===== src/design/es2c_pkg.sv =====
// Shared types, constants and helpers for the epoch-seconds to calendar converter.
package es2c_pkg;

  // Default input width and the widths that follow from the fixed field ranges
  localparam int SECONDS_WIDTH_DEF = 32;
  localparam int ERA_SECS_W        = 34;  // seconds in 400 years need 34 bits
  localparam int OUT_DATA_W        = 48;  // 46 field bits padded to whole bytes

  // Calendar constants, in seconds
  localparam longint unsigned SECS_PER_ERA = 64'd12_622_780_800;  // 146097 days
  localparam int SECS_LEAP_YEAR   = 31_622_400;
  localparam int SECS_COMMON_YEAR = 31_536_000;
  localparam int SECS_MONTH_31    = 2_678_400;
  localparam int SECS_MONTH_30    = 2_592_000;
  localparam int SECS_MONTH_29    = 2_505_600;
  localparam int SECS_MONTH_28    = 2_419_200;
  localparam int SECS_PER_DAY     = 86400;
  localparam int SECS_PER_HOUR    = 3600;
  localparam int SECS_PER_MIN     = 60;
  localparam int DAYS_PER_WEEK    = 7;

  // Counters at the epoch (1970-01-01, a Thursday)
  localparam logic [7:0] EPOCH_YS1900   = 8'd70;
  localparam logic [7:0] ERA_YS_STEP    = 8'd144;  // 400 modulo 256
  localparam logic [1:0] EPOCH_Y4       = 2'd2;
  localparam logic [6:0] EPOCH_Y100     = 7'd70;
  localparam logic [8:0] EPOCH_Y400     = 9'd370;
  localparam logic [6:0] LAST_Y100      = 7'd99;
  localparam logic [8:0] LAST_Y400      = 9'd399;
  localparam logic [2:0] EPOCH_WEEK_DAY = 3'd4;

  // Month codes used by the month walk
  localparam logic [3:0] MONTH_JAN = 4'd0;
  localparam logic [3:0] MONTH_FEB = 4'd1;
  localparam logic [3:0] MONTH_APR = 4'd3;
  localparam logic [3:0] MONTH_JUN = 4'd5;
  localparam logic [3:0] MONTH_SEP = 4'd8;
  localparam logic [3:0] MONTH_NOV = 4'd10;
  localparam logic [3:0] MONTH_DEC = 4'd11;

  // Operand selection of the shared subtractor
  typedef enum logic [2:0] {
    OP_ERA   = 3'd0,
    OP_YEAR  = 3'd1,
    OP_MONTH = 3'd2,
    OP_DAY   = 3'd3,
    OP_HOUR  = 3'd4,
    OP_MIN   = 3'd5
  } alu_op_e;

  // Control from the sequencer to the subtractor
  typedef struct packed {
    alu_op_e    op;
    logic       leap;
    logic [3:0] month;
  } alu_ctl_t;

  // One calendar result
  typedef struct packed {
    logic [5:0] second;
    logic [5:0] minute;
    logic [4:0] hour;
    logic [4:0] month_day;
    logic [3:0] month_index;
    logic [7:0] years_since_1900;
    logic [8:0] year_day;
    logic [2:0] week_day;
  } cal_t;

  // Length of a month in days
  function automatic logic [4:0] month_len(input logic [3:0] month, input logic leap);
    logic [4:0] len;
    unique case (month)
      MONTH_FEB: len = leap ? 5'd29 : 5'd28;
      MONTH_APR, MONTH_JUN, MONTH_SEP, MONTH_NOV: len = 5'd30;
      default: len = 5'd31;
    endcase
    return len;
  endfunction

  // Length of a month in seconds
  function automatic logic [21:0] month_secs(input logic [3:0] month, input logic leap);
    logic [21:0] secs;
    unique case (month)
      MONTH_FEB: secs = leap ? 22'(SECS_MONTH_29) : 22'(SECS_MONTH_28);
      MONTH_APR, MONTH_JUN, MONTH_SEP, MONTH_NOV: secs = 22'(SECS_MONTH_30);
      default: secs = 22'(SECS_MONTH_31);
    endcase
    return secs;
  endfunction

  // Weekday advance of a whole month: its length modulo 7
  function automatic logic [1:0] month_wd_step(input logic [3:0] month, input logic leap);
    return 2'(month_len(month, leap) - 5'd28);
  endfunction

  // Advance a weekday by up to three days, wrapping at a week
  function automatic logic [2:0] week_day_add(input logic [2:0] wd, input logic [1:0] step);
    logic [3:0] sum;
    sum = {1'b0, wd} + {2'b00, step};
    return (sum >= 4'(DAYS_PER_WEEK)) ? 3'(sum - 4'(DAYS_PER_WEEK)) : sum[2:0];
  endfunction

endpackage


===== src/design/epoch_seconds_to_calendar.sv =====
// Operation: skips whole 400-year spans, then steps whole years, whole months, and whole days,
//   hours and minutes off the input, each by repeated subtraction, then moves the result into
//   the output register.
// Throughput: one item at a time; the single shared subtractor does every step, and the next
//   item is taken the cycle after the previous result moves into the output register.
// Reset: asynchronous, active low; clears the sequencer and the output valid, no clearing pass.
module epoch_seconds_to_calendar #(
  parameter int SECONDS_WIDTH = es2c_pkg::SECONDS_WIDTH_DEF
) (
  input  logic                                   clk_i,
  input  logic                                   rst_ni,
  input  logic                                   s_axis_tvalid,
  output logic                                   s_axis_tready,
  // epoch_seconds
  input  logic [((SECONDS_WIDTH+7)/8)*8-1:0]     s_axis_tdata,
  output logic                                   m_axis_tvalid,
  input  logic                                   m_axis_tready,
  // second, minute, hour, month_day, month_index, years_since_1900, year_day, week_day
  output logic [es2c_pkg::OUT_DATA_W-1:0]        m_axis_tdata
);
  import es2c_pkg::*;

  logic                  seq_res_valid, seq_res_ready;
  cal_t                  seq_res;
  logic                  m_valid_q;
  logic [OUT_DATA_W-1:0] m_data_q;

  es2c_seq #(.SECONDS_WIDTH(SECONDS_WIDTH)) u_seq (
    .clk_i       (clk_i),
    .rst_ni      (rst_ni),
    .in_valid_i  (s_axis_tvalid),
    .in_ready_o  (s_axis_tready),
    .secs_i      (s_axis_tdata[SECONDS_WIDTH-1:0]),
    .res_valid_o (seq_res_valid),
    .res_ready_i (seq_res_ready),
    .res_o       (seq_res)
  );

  // Output register takes a result when empty or being drained
  assign seq_res_ready = !m_valid_q || m_axis_tready;

  always_ff @(posedge clk_i or negedge rst_ni) begin
    if (!rst_ni) begin
      m_valid_q <= 1'b0;
    end else if (seq_res_ready) begin
      m_valid_q <= seq_res_valid;
    end
  end

  // Pack the fields, first field lowest
  always_ff @(posedge clk_i) begin
    if (seq_res_valid && seq_res_ready) begin
      m_data_q <= {2'b00, seq_res.week_day, seq_res.year_day, seq_res.years_since_1900,
                   seq_res.month_index, seq_res.month_day, seq_res.hour,
                   seq_res.minute, seq_res.second};
    end
  end

  assign m_axis_tvalid = m_valid_q;
  assign m_axis_tdata  = m_data_q;

  // Sequencer never takes an item while a result is pending
  a_idle_excl: assert property (@(posedge clk_i) disable iff (!rst_ni)
    !(s_axis_tready && seq_res_valid))
    else $error("sequencer ready while holding a result");

  // An accepted item makes the block busy on the next cycle
  a_busy_after_accept: assert property (@(posedge clk_i) disable iff (!rst_ni)
    s_axis_tvalid && s_axis_tready |=> !s_axis_tready)
    else $error("block ready right after accepting an item");

  // A handed-off result shows up on the output
  a_handoff: assert property (@(posedge clk_i) disable iff (!rst_ni)
    seq_res_valid && seq_res_ready |=> m_axis_tvalid)
    else $error("result lost on handoff");

  // Delivered fields stay inside their calendar ranges
  a_ranges: assert property (@(posedge clk_i) disable iff (!rst_ni)
    m_axis_tvalid |-> (m_axis_tdata[5:0] < 6'd60) && (m_axis_tdata[11:6] < 6'd60)
      && (m_axis_tdata[16:12] < 5'd24) && (m_axis_tdata[21:17] != 5'd0)
      && (m_axis_tdata[25:22] < 4'd12) && (m_axis_tdata[42:34] <= 9'd365)
      && (m_axis_tdata[45:43] < 3'd7))
    else $error("calendar field out of range");

endmodule


===== src/design/es2c_alu.sv =====
// Shared subtract-and-compare unit with operand selection for every sequencer step.
module es2c_alu #(
  parameter int ALU_W = es2c_pkg::ERA_SECS_W
) (
  input  es2c_pkg::alu_ctl_t ctl_i,
  input  logic [ALU_W-1:0]   a_i,
  output logic [ALU_W-1:0]   diff_o,
  output logic               ge_o
);
  import es2c_pkg::*;

  logic [ALU_W-1:0] b;
  logic [ALU_W:0]   full;

  // Select the subtrahend for the current step, in seconds
  always_comb begin
    unique case (ctl_i.op)
      OP_ERA:   b = ALU_W'(SECS_PER_ERA);
      OP_YEAR:  b = ctl_i.leap ? ALU_W'(SECS_LEAP_YEAR) : ALU_W'(SECS_COMMON_YEAR);
      OP_MONTH: b = ALU_W'(month_secs(ctl_i.month, ctl_i.leap));
      OP_DAY:   b = ALU_W'(SECS_PER_DAY);
      OP_HOUR:  b = ALU_W'(SECS_PER_HOUR);
      OP_MIN:   b = ALU_W'(SECS_PER_MIN);
      default:  b = '0;
    endcase
  end

  // Subtract; no borrow means a is at least b
  assign full   = {1'b0, a_i} - {1'b0, b};
  assign diff_o = full[ALU_W-1:0];
  assign ge_o   = ~full[ALU_W];

endmodule


===== src/design/es2c_seq.sv =====
// Sequencer: era, year, month, day, hour and minute walks on the shared subtractor.
module es2c_seq #(
  parameter int SECONDS_WIDTH = es2c_pkg::SECONDS_WIDTH_DEF
) (
  input  logic                     clk_i,
  input  logic                     rst_ni,
  input  logic                     in_valid_i,
  output logic                     in_ready_o,
  input  logic [SECONDS_WIDTH-1:0] secs_i,
  output logic                     res_valid_o,
  input  logic                     res_ready_i,
  output es2c_pkg::cal_t           res_o
);
  import es2c_pkg::*;

  localparam int ALU_W = (SECONDS_WIDTH > ERA_SECS_W) ? SECONDS_WIDTH : ERA_SECS_W;

  typedef enum logic [7:0] {
    S_IDLE  = 8'b00000001,
    S_ERA   = 8'b00000010,
    S_YEAR  = 8'b00000100,
    S_MONTH = 8'b00001000,
    S_DAY   = 8'b00010000,
    S_HOUR  = 8'b00100000,
    S_MIN   = 8'b01000000,
    S_DONE  = 8'b10000000
  } state_e;

  state_e           state_q, state_d;
  logic [ALU_W-1:0] secs_q, secs_d;
  logic [7:0]       ys_q, ys_d;
  logic [1:0]       y4_q, y4_d;
  logic [6:0]       y100_q, y100_d;
  logic [8:0]       y400_q, y400_d;
  logic [3:0]       month_q, month_d;
  cal_t             res_q, res_d;
  logic             leap;

  alu_ctl_t         ctl;
  logic [ALU_W-1:0] alu_diff;
  logic             alu_ge;

  es2c_alu #(.ALU_W(ALU_W)) u_alu (
    .ctl_i  (ctl),
    .a_i    (secs_q),
    .diff_o (alu_diff),
    .ge_o   (alu_ge)
  );

  // Gregorian leap rule from the year residues
  assign leap = ((y4_q == 2'd0) && (y100_q != 7'd0)) || (y400_q == 9'd0);

  // Drive the shared unit
  always_comb begin
    ctl.leap  = leap;
    ctl.month = month_q;
    unique case (state_q)
      S_ERA:   ctl.op = OP_ERA;
      S_MONTH: ctl.op = OP_MONTH;
      S_DAY:   ctl.op = OP_DAY;
      S_HOUR:  ctl.op = OP_HOUR;
      S_MIN:   ctl.op = OP_MIN;
      default: ctl.op = OP_YEAR;
    endcase
  end

  // Next state and datapath: subtract each unit while the remaining seconds cover it
  always_comb begin
    state_d = state_q;
    secs_d  = secs_q;
    ys_d    = ys_q;
    y4_d    = y4_q;
    y100_d  = y100_q;
    y400_d  = y400_q;
    month_d = month_q;
    res_d   = res_q;
    unique case (state_q)
      S_IDLE: begin
        if (in_valid_i) begin
          secs_d            = ALU_W'(secs_i);
          ys_d              = EPOCH_YS1900;
          y4_d              = EPOCH_Y4;
          y100_d            = EPOCH_Y100;
          y400_d            = EPOCH_Y400;
          month_d           = MONTH_JAN;
          res_d.week_day    = EPOCH_WEEK_DAY;
          res_d.year_day    = '0;
          res_d.month_day   = 5'd1;
          res_d.hour        = '0;
          res_d.minute      = '0;
          state_d           = S_ERA;
        end
      end
      S_ERA: begin
        // Skip whole 400-year cycles; the residues and the weekday repeat
        if (alu_ge) begin
          secs_d = alu_diff;
          ys_d   = ys_q + ERA_YS_STEP;
        end else begin
          state_d = S_YEAR;
        end
      end
      S_YEAR: begin
        if (alu_ge) begin
          secs_d         = alu_diff;
          ys_d           = ys_q + 8'd1;
          y4_d           = y4_q + 2'd1;
          y100_d         = (y100_q == LAST_Y100) ? 7'd0 : y100_q + 7'd1;
          y400_d         = (y400_q == LAST_Y400) ? 9'd0 : y400_q + 9'd1;
          res_d.week_day = week_day_add(res_q.week_day, leap ? 2'd2 : 2'd1);
        end else begin
          res_d.years_since_1900 = ys_q;
          state_d                = S_MONTH;
        end
      end
      S_MONTH: begin
        // December takes whatever is left of the year
        if ((month_q >= MONTH_DEC) || !alu_ge) begin
          res_d.month_index = month_q;
          state_d           = S_DAY;
        end else begin
          secs_d         = alu_diff;
          month_d        = month_q + 4'd1;
          res_d.week_day = week_day_add(res_q.week_day, month_wd_step(month_q, leap));
          res_d.year_day = res_q.year_day + {4'b0000, month_len(month_q, leap)};
        end
      end
      S_DAY: begin
        if (alu_ge) begin
          secs_d          = alu_diff;
          res_d.month_day = res_q.month_day + 5'd1;
          res_d.year_day  = res_q.year_day + 9'd1;
          res_d.week_day  = week_day_add(res_q.week_day, 2'd1);
        end else begin
          state_d = S_HOUR;
        end
      end
      S_HOUR: begin
        if (alu_ge) begin
          secs_d     = alu_diff;
          res_d.hour = res_q.hour + 5'd1;
        end else begin
          state_d = S_MIN;
        end
      end
      S_MIN: begin
        if (alu_ge) begin
          secs_d       = alu_diff;
          res_d.minute = res_q.minute + 6'd1;
        end else begin
          res_d.second = secs_q[5:0];
          state_d      = S_DONE;
        end
      end
      S_DONE: begin
        if (res_ready_i) begin
          state_d = S_IDLE;
        end
      end
      default: state_d = S_IDLE;
    endcase
  end

  // Control registers
  always_ff @(posedge clk_i or negedge rst_ni) begin
    if (!rst_ni) begin
      state_q <= S_IDLE;
    end else begin
      state_q <= state_d;
    end
  end

  // Datapath registers
  always_ff @(posedge clk_i) begin
    secs_q  <= secs_d;
    ys_q    <= ys_d;
    y4_q    <= y4_d;
    y100_q  <= y100_d;
    y400_q  <= y400_d;
    month_q <= month_d;
    res_q   <= res_d;
  end

  assign in_ready_o  = (state_q == S_IDLE);
  assign res_valid_o = (state_q == S_DONE);
  assign res_o       = res_q;

endmodule


===== config.mk =====
export PLATFORM = sky130hd
export DESIGN_NAME = epoch_seconds_to_calendar
export DESIGN_NICKNAME = d
export VERILOG_FILES = /design/src/design/es2c_pkg.sv /design/src/design/epoch_seconds_to_calendar.sv /design/src/design/es2c_alu.sv /design/src/design/es2c_seq.sv
export SDC_FILE = /design/constraint.sdc
export NUM_CORES = 1
export LEC_CHECK = 0
export ABC_CLOCK_PERIOD_IN_PS = 5500
export BUFFER_PORTS_ARGS = -buffer_cell sky130_fd_sc_hd__buf_2
export CORE_MARGIN = 4
export CORE_UTILIZATION = 54
export CTS_CLUSTER_DIAMETER = 150
export DETAILED_ROUTE_END_ITERATION = 7
export PLACE_DENSITY_LB_ADDON = 0.05
export SYNTH_ARGS = -nofsm -noshare
export SYNTH_HDL_FRONTEND = slang
export SYNTH_SLANG_ARGS = --single-unit

===== constraint.sdc =====
create_clock -name clk_i -period 5.5 [get_ports clk_i]
set_input_delay 1.1 -clock clk_i [delete_from_list [all_inputs] [get_ports clk_i]]
set_output_delay 1.1 -clock clk_i [all_outputs]
set_load 0.01 [all_outputs]

==> qor.yml, run 1 <==
synthesis:
  synth_top_area_share_pct: 51.04
  ys_types: 76
  syn_area_um2: 9178
  syn_avg_cell_area_um2: 10.94
  ys_async_sr_fraction_pct: 5.455
  synthTopCellsByCount: "156 x edfxtp_1, 98 x nor2_1, 77 x nand2_1"
  yosys_warnings: 0
  yosysMostFrequentCell: "edfxtp_1"
  synth-seq-cells: 165
  synth_enable_flop_cells: 156
  synthTopCellsByArea: "edfxtp_1 51%, ha_1 7.2%, nor2_1 4.0%"
  synth_seq_area_share_pct: 53.51
  yosys.area.top_type: "edfxtp_1"
  synthFlopType: "edfxtp_1"
  synthCells: 839
global_routing:
  grt_pass1_vias: 6661
  overflow: 0
  grt_max_degree: 47
  grt_usage_pct: 21.55
  grt_first_pass_wirelength_um: 33430
  antenna_found_initial: 0
layout:
  fin_nets: 1019
  drive_above_1_share_pct: 16.72
  areaGrowthSynthToFinish_pct: 13.61
  fin_area_um2: 10430
worst_setup_path:
  critPathLaunch: "u_seq.state_q[2]"
  rr_endpoint: "u_seq.ys_q[2]"
  worstSetupPathType: "register to register"
  r2r_setup_slack_ns: 0.43
  endpoint: "u_seq.ys_q[2]"
  reg2regPathDepth: 18
  cp_max_fo: 11
  r2r_start: "u_seq.state_q[2]"
  cp-end-kind: "register"
  slowest_delay_ns: 0.59
  crit_chain: "or4_4 > nor3_2 > nand2_2 > inv_2 > nor2_4 > nand3_2 > nor2_1 > a211oi_1 > ha_1 > nand2_1 > o21ai_0 > o211ai_1 > a31oi_1 > o21ai_1 > o21ai_2 > buf_4 > nor2_1 > a211oi_1"
  required_ns: 5.56
  cp.arrival_ns: 5.13
  startpoint_type: "register"
  crit_path_top_delay_cell: "or4_4"
min_path:
  hold_path_class: "register to register"
clock_tree:
  h-tree-depth: 4
  cts_made_buffers: 17
  cts_sinks: 165
  root_buffer: "clkbuf_16"
  cts_tree: "yes"
  postCtsHoldBufs: 0
  path_clk_slew_ns: 0.06
  clk_latency_ns: 0.42
  clk_path_buf_depth: 2
drt:
  dr.pass1.iters: 5
  wl_per_cell_um: 17.76
  vias: 6750
  via_per_inst: 5.819
  drc: 0
  routed_wl_um: 20600
  first_iter_violations: 401
  ant_nets: 0
die:
  die-area_um2: 19140
  fp.dieH_um: 138.4
  die_w_um: 138.4
  fp-row-count: 47
  start_util_pct: 55.15
  fp.coreArea_um2: 16640
  boundaryPins: 86
timing:
  min_period_ns: 5.072
  setup_viol: 0
  final_max_slew_viol_count: 0
  fin_skew_ns: 0.01223
  fin_crit_sh_pct: 92.22
  finalHoldViolCount: 0
  hold_slack_ns: 0.4200
  maxSlewHeadroom_pct: 29.26
  final.setup.tns_ns: 0
  worstMarginPinSlew_ns: 1.060
  clock.fmax_ghz: 0.1972
  rsz0062_at_grt: "no"
pwr:
  power.leakage_nw: 4.154
  p_per_area_nw_per_um2: 591.1
  vdd_drop_max_v: 0.0002985
  total_power_mw: 6.163
place:
  portBuffers: 83
  gp_congestion: 0.9584
  dp_hpwl_um: 15320
  place_area_um2: 9838
job:
  cap_violations: 0
run_status:
  outcome: "finished, final reports clean"
==> report_power, final <==
part	total (mW)	switching (mW)	internal (mW)
logic	2.82	1.72	1.10
clock network	1.17	0.501	0.672
registers	2.17	0.285	1.89
total	6.16	2.50	3.66
==> metal layers <==
metal,up-vias,global-route usage (%),wire (µm)
met3,39,3.867,1134
met1,3265,26.59,8445
met5,-,0,0
li1,3229,-,-
met2,217,38.46,10580
met4,0,6.916,436
==> kinds of logic after synthesis <==
kind of cell,synth area share [%]
compound gates,12.23
xor+xnor,5.917
fa+ha+maj,8.098
buf+inv,2.999
flops,53.51
mux,0.7225
other cells,0.04086
simple gates,16.48
==> critical path, delay by kind of cell, from the launching register on <==
| kind | cells | cell delay, ns |
|---|---|---|
| AOI/OAI and AO/OA | 7 | 2.09 |
| adders and majority gates | 1 | 0.26 |
| buffers and inverters | 2 | 0.37 |
| DFF | 1 | 0.43 |
| and+or+nand+nor | 8 | 1.53 |
==> layout make-up <==
class                           instances  area (µm²)
Tap cell                              220       275.3
Antenna cell                            1       2.502
Multi-Input combinational cell        612        4013
Clock inverter                         15       155.1
Clock buffer                           17       425.4
Inverter                               33       123.9
Fill cell                            1350        6216
Timing Repair Buffer                   97       520.5
Sequential cell                       165        4911
==> registers in the layout, summed over array words and instances, names as in the netlist <==
register	cells
u_seq.y100_q	7
u_seq.ys_q	8
m_axis_tdata	46
u_seq.month_q	4
m_axis_tvalid	1
u_seq.secs_q	34
u_seq.state_q	8
u_seq.y400_q	9
u_seq.res_o	46
u_seq.y4_q	2
==> how the worst min path moves through the flow <==
stage / from / to / slack, ns / cells past startpoint
after global placement: u_seq.secs_q[0] / u_seq.res_o[40] / 0.40 / 0
after detailed placement: u_seq.secs_q[1] / u_seq.res_o[41] / 0.41 / 0
after global routing: u_seq.res_o[43] / m_axis_tdata[3] / 0.43 / 0
final: u_seq.res_o[43] / m_axis_tdata[3] / 0.42 / 0
after CTS: u_seq.res_o[43] / m_axis_tdata[3] / 0.42 / 0
after floorplan: u_seq.res_o[40] / m_axis_tdata[0] / 0.40 / 0
==> per-stage QoR <==
step,setup slack (ns),utilization (%),std cells
after CTS,0.3500,62.60,1159
after detailed placement,0.4192,59.12,1127
final,0.4280,62.65,1160
after floorplan,0.1440,-,840
after global placement,0.5429,59.12,1127
after global routing,0.1158,62.63,1159
==> cells in the final DEF (no fill, tap or decap), types with 9 or more instances in the layout <==
cell and n:
a211oi_1 9, a21o_1 17, a21oi_1 61, and2_1 9, buf_2 83, buf_4 14, clkbuf_16 17, edfxtp_1 156
ha_1 53, inv_1 32, nand2_1 77, nand2b_1 13, nand3_1 27, nor2_1 98, nor2b_1 12, nor3_1 16
o21ai_0 36, xnor2_1 29, xor2_1 33
==> what timing repair did <==
item                                   CTS  global route
buffers inserted                         0             0
resized for setup                        0             1
setup endpoints to repair                0             6
endpoints found under the hold margin    0             0
Power figures use the tool's default switching activity.
==> inputs of run 2 (changes only) <==
--- a/config.mk
+++ b/config.mk
@@ -5,7 +5,7 @@
 export SDC_FILE = /design/constraint.sdc
 export NUM_CORES = 1
 export LEC_CHECK = 0
-export ABC_CLOCK_PERIOD_IN_PS = 5500
+export ABC_CLOCK_PERIOD_IN_PS = 4400
 export BUFFER_PORTS_ARGS = -buffer_cell sky130_fd_sc_hd__buf_2
 export CORE_MARGIN = 4
 export CORE_UTILIZATION = 54
==> constraint.sdc (replaced) <==
create_clock -name clk_i -period 4.4 [get_ports clk_i]
set_input_delay 0.88 -clock clk_i [delete_from_list [all_inputs] [get_ports clk_i]]
set_output_delay 0.88 -clock clk_i [all_outputs]
set_load 0.01 [all_outputs]
==> qor.yml, run 2 (synthesis results as in run 1) <==
place:
  dpl.cell_count: 1198  # +6.3%
  gp_congestion: 0.9489  # -0.99%
  dp_hpwl_um: 15520  # +1.3%
  place_area_um2: 10410  # +5.8%
  portBuffers: 83  # unchanged
worst_setup_path:
  cp.arrival_ns: 4.48  # -0.65 ns
  crit_chain: "or4_4 > nor3_4 > nand3b_1 > buf_6 > buf_6 > a21oi_2 > nor3_2 > ha_1 > nand4_1 > nor3_2 > o211ai_1 > a31oi_2 > o21ai_2 > o21ai_2 > buf_6 > a21oi_2 > buf_6 > a2111oi_4 > buf_4"
  crit_path_top_delay_cell: "or4_4"
  required_ns: 4.55  # -1.01 ns
  path_delay_family: "compound AO/OA/AOI/OAI gates"
  worstSetupPathType: "register to register"
  cp_max_fo: 6  # -5
  path_buf_inv: 5  # +3
  startpoint_type: "register"
  cp-end-kind: "register"
  cp_common_cell: "buf_6"
  slowest_delay_ns: 0.57  # -0.02 ns
  r2r_setup_slack_ns: 0.06  # -0.36 ns
min_path:
  hold_path_class: "input port to asynchronous set/reset pin"
clock_tree:
  path_clk_slew_ns: 0.07  # about the same
  clk_path_buf_depth: 2  # unchanged
  cts_sinks: 165  # unchanged
  cts_tree: "yes"
  root_buffer: "clkbuf_16"
  cts_made_buffers: 17  # unchanged
  h-tree-depth: 4  # unchanged
  clk_latency_ns: 0.43  # about the same
layout:
  seq_area_um2: 4911  # unchanged
  multi_input_area_um2: 4244  # +5.8%
  areaGrowthSynthToFinish_pct: 23.63
  final_cell_mix: "156 x edfxtp_1, 92 x nor2_1, 90 x buf_4, 83 x buf_2, 76 x nand2_1"
  fin_area_um2: 11350  # +8.8%
  fin_nets: 1103  # +8.2%
  diodes: 0  # -1
  drive_above_1_share_pct: 27.08  # +10 points
  final_common_cell: "edfxtp_1"
  stdcell_count: 1243  # +7.2%
  fill_cells: 1271  # -5.9%
die:
  fp.coreArea_um2: 16640  # unchanged
  fp.dieH_um: 138.4  # unchanged
  boundaryPins: 86  # unchanged
  die_w_um: 138.4  # unchanged
  fp-row-count: 47  # unchanged
  die-area_um2: 19140  # unchanged
  start_util_pct: 55.15  # unchanged
drt:
  vias: 6857  # +1.6%
  dr.pass1.iters: 5  # unchanged
  drc: 0  # unchanged
  via_per_inst: 5.516  # -5.2%
  ant_nets: 0  # unchanged
  wl_per_cell_um: 16.88  # -4.9%
  first_iter_violations: 325  # -19%
  routed_wl_um: 20980  # +1.9%
pwr:
  power.leakage_nw: 4.618  # +11%
  vdd_drop_max_v: 0.0004193  # +40%
  p_per_area_nw_per_um2: 731.4  # +24%
timing:
  clock.fmax_ghz: 0.2307  # +17%
  finalHoldViolCount: 0  # unchanged
  worstMarginPinSlew_ns: 0.9725  # -0.08751 ns
  fin_crit_sh_pct: 98.53  # +6.3 points
  setup_viol: 0  # unchanged
  final_max_slew_viol_count: 0  # unchanged
  maxSlewHeadroom_pct: 35.10  # +5.8 points
  fin_skew_ns: 0.01993  # +0.007703 ns
  rsz0062_at_grt: "yes"
  min_period_ns: 4.335  # -0.7366 ns
global_routing:
  overflow: 0  # unchanged
  use_met3_pct: 3.971  # +0.10 points
  grt-busiest-layer: "met2"
  globalRouteMet2Util_pct: 37.26  # -1.2 points
  grt_pass1_vias: 6936  # +4.1%
  grt_max_degree: 33  # -30%
  grt_first_pass_wirelength_um: 34020  # +1.8%
  grt_usage_pct: 21.60  # +0.056 points
  grtUsageMet1_pct: 27.82  # +1.2 points
  antenna_found_initial: 0  # unchanged
run_status:
  outcome: "finished, final reports clean"
job:
  cap_violations: 0  # unchanged
run 2: changes by cell type in the layout (fill, tap and decap cells not counted), sizes merged:
| cell | change |
|---|---|
| diode | -1 |
| bufinv | -1 |
| inv | +4 |
| buf | +84 |
| clkinv | -3 |
run 2: path summary, 6_finish.rpt:
| check | start | to | depth (start not counted) |
|---|---|---|---|
| max in group asynchronous | rst_ni | u_seq.state_q[0] | 1 |
| min in group clk_i | u_seq.res_o[45] | m_axis_tdata[5] | 0 |
| setup / recovery | u_seq.state_q[2] | u_seq.res_o[3] | 19 |
| hold / removal | rst_ni | u_seq.state_q[6] | 1 |
| hold reg to reg | u_seq.res_o[45] | m_axis_tdata[5] | 0 |
| setup reg to reg | u_seq.state_q[2] | u_seq.res_o[3] | 19 |
run 2: power breakdown:
group          internal [mW]  switching [mW]
logic                   1.83            2.32
registers               2.36           0.313
clock network          0.807           0.672
run 2: area by class of cell:
type / instances / share of cell area (%)
clock inverter: 15 / 1.478
multi-input combinational: 612 / 37.41
sequential: 165 / 43.28
timing repair buffer: 181 / 10.56
clock buffer: 17 / 3.749
inverter: 33 / 1.092
tap: 220 / 2.426
run 2: timing repair:
item | CTS | global route
cloned | 0 | 1
buffers inserted | 3 | 9
hold buffers | 0 | 0
gates resized for setup | 6 | 48
endpoints found under the setup margin | 49 | 110
pin swaps | 5 | 7
run 2: worst register-to-register path: cells and delay by family (launching register included):
kind                       cells  cell delay [ns]
buffers and inverters          5             0.80
adders and majority gates      1             0.30
and+or+nand+nor                6             1.24
DFF                            1             0.39
AOI/OAI and AO/OA              7             1.33
run 2: metrics by stage:
step / hold WS [ns] / power (mW) / util, % / setup slack, ns / setup TNS, ns
after global placement: 0.4015 / 6.410 / 62.57 / -0.09943 / -2.817
after global routing: 0.2920 / 8.906 / 68.18 / -0.1046 / -1.049
final: 0.3009 / 8.298 / 68.18 / 0.06460 / 0
after CTS: 0.2826 / 8.093 / 66.52 / 0.006191 / 0
after detailed placement: 0.4045 / 6.505 / 62.57 / -0.2350 / -9.316
after floorplan: 0.4003 / 5.311 / - / -0.04328 / -0.7790
run 2: per-layer routing:
layer / wire length [µm] / part of all wire, %
met4: 377 / 1.8
met1: 9118 / 43
met3: 926 / 4.4
met2: 10560 / 50
met5: 0 / 0
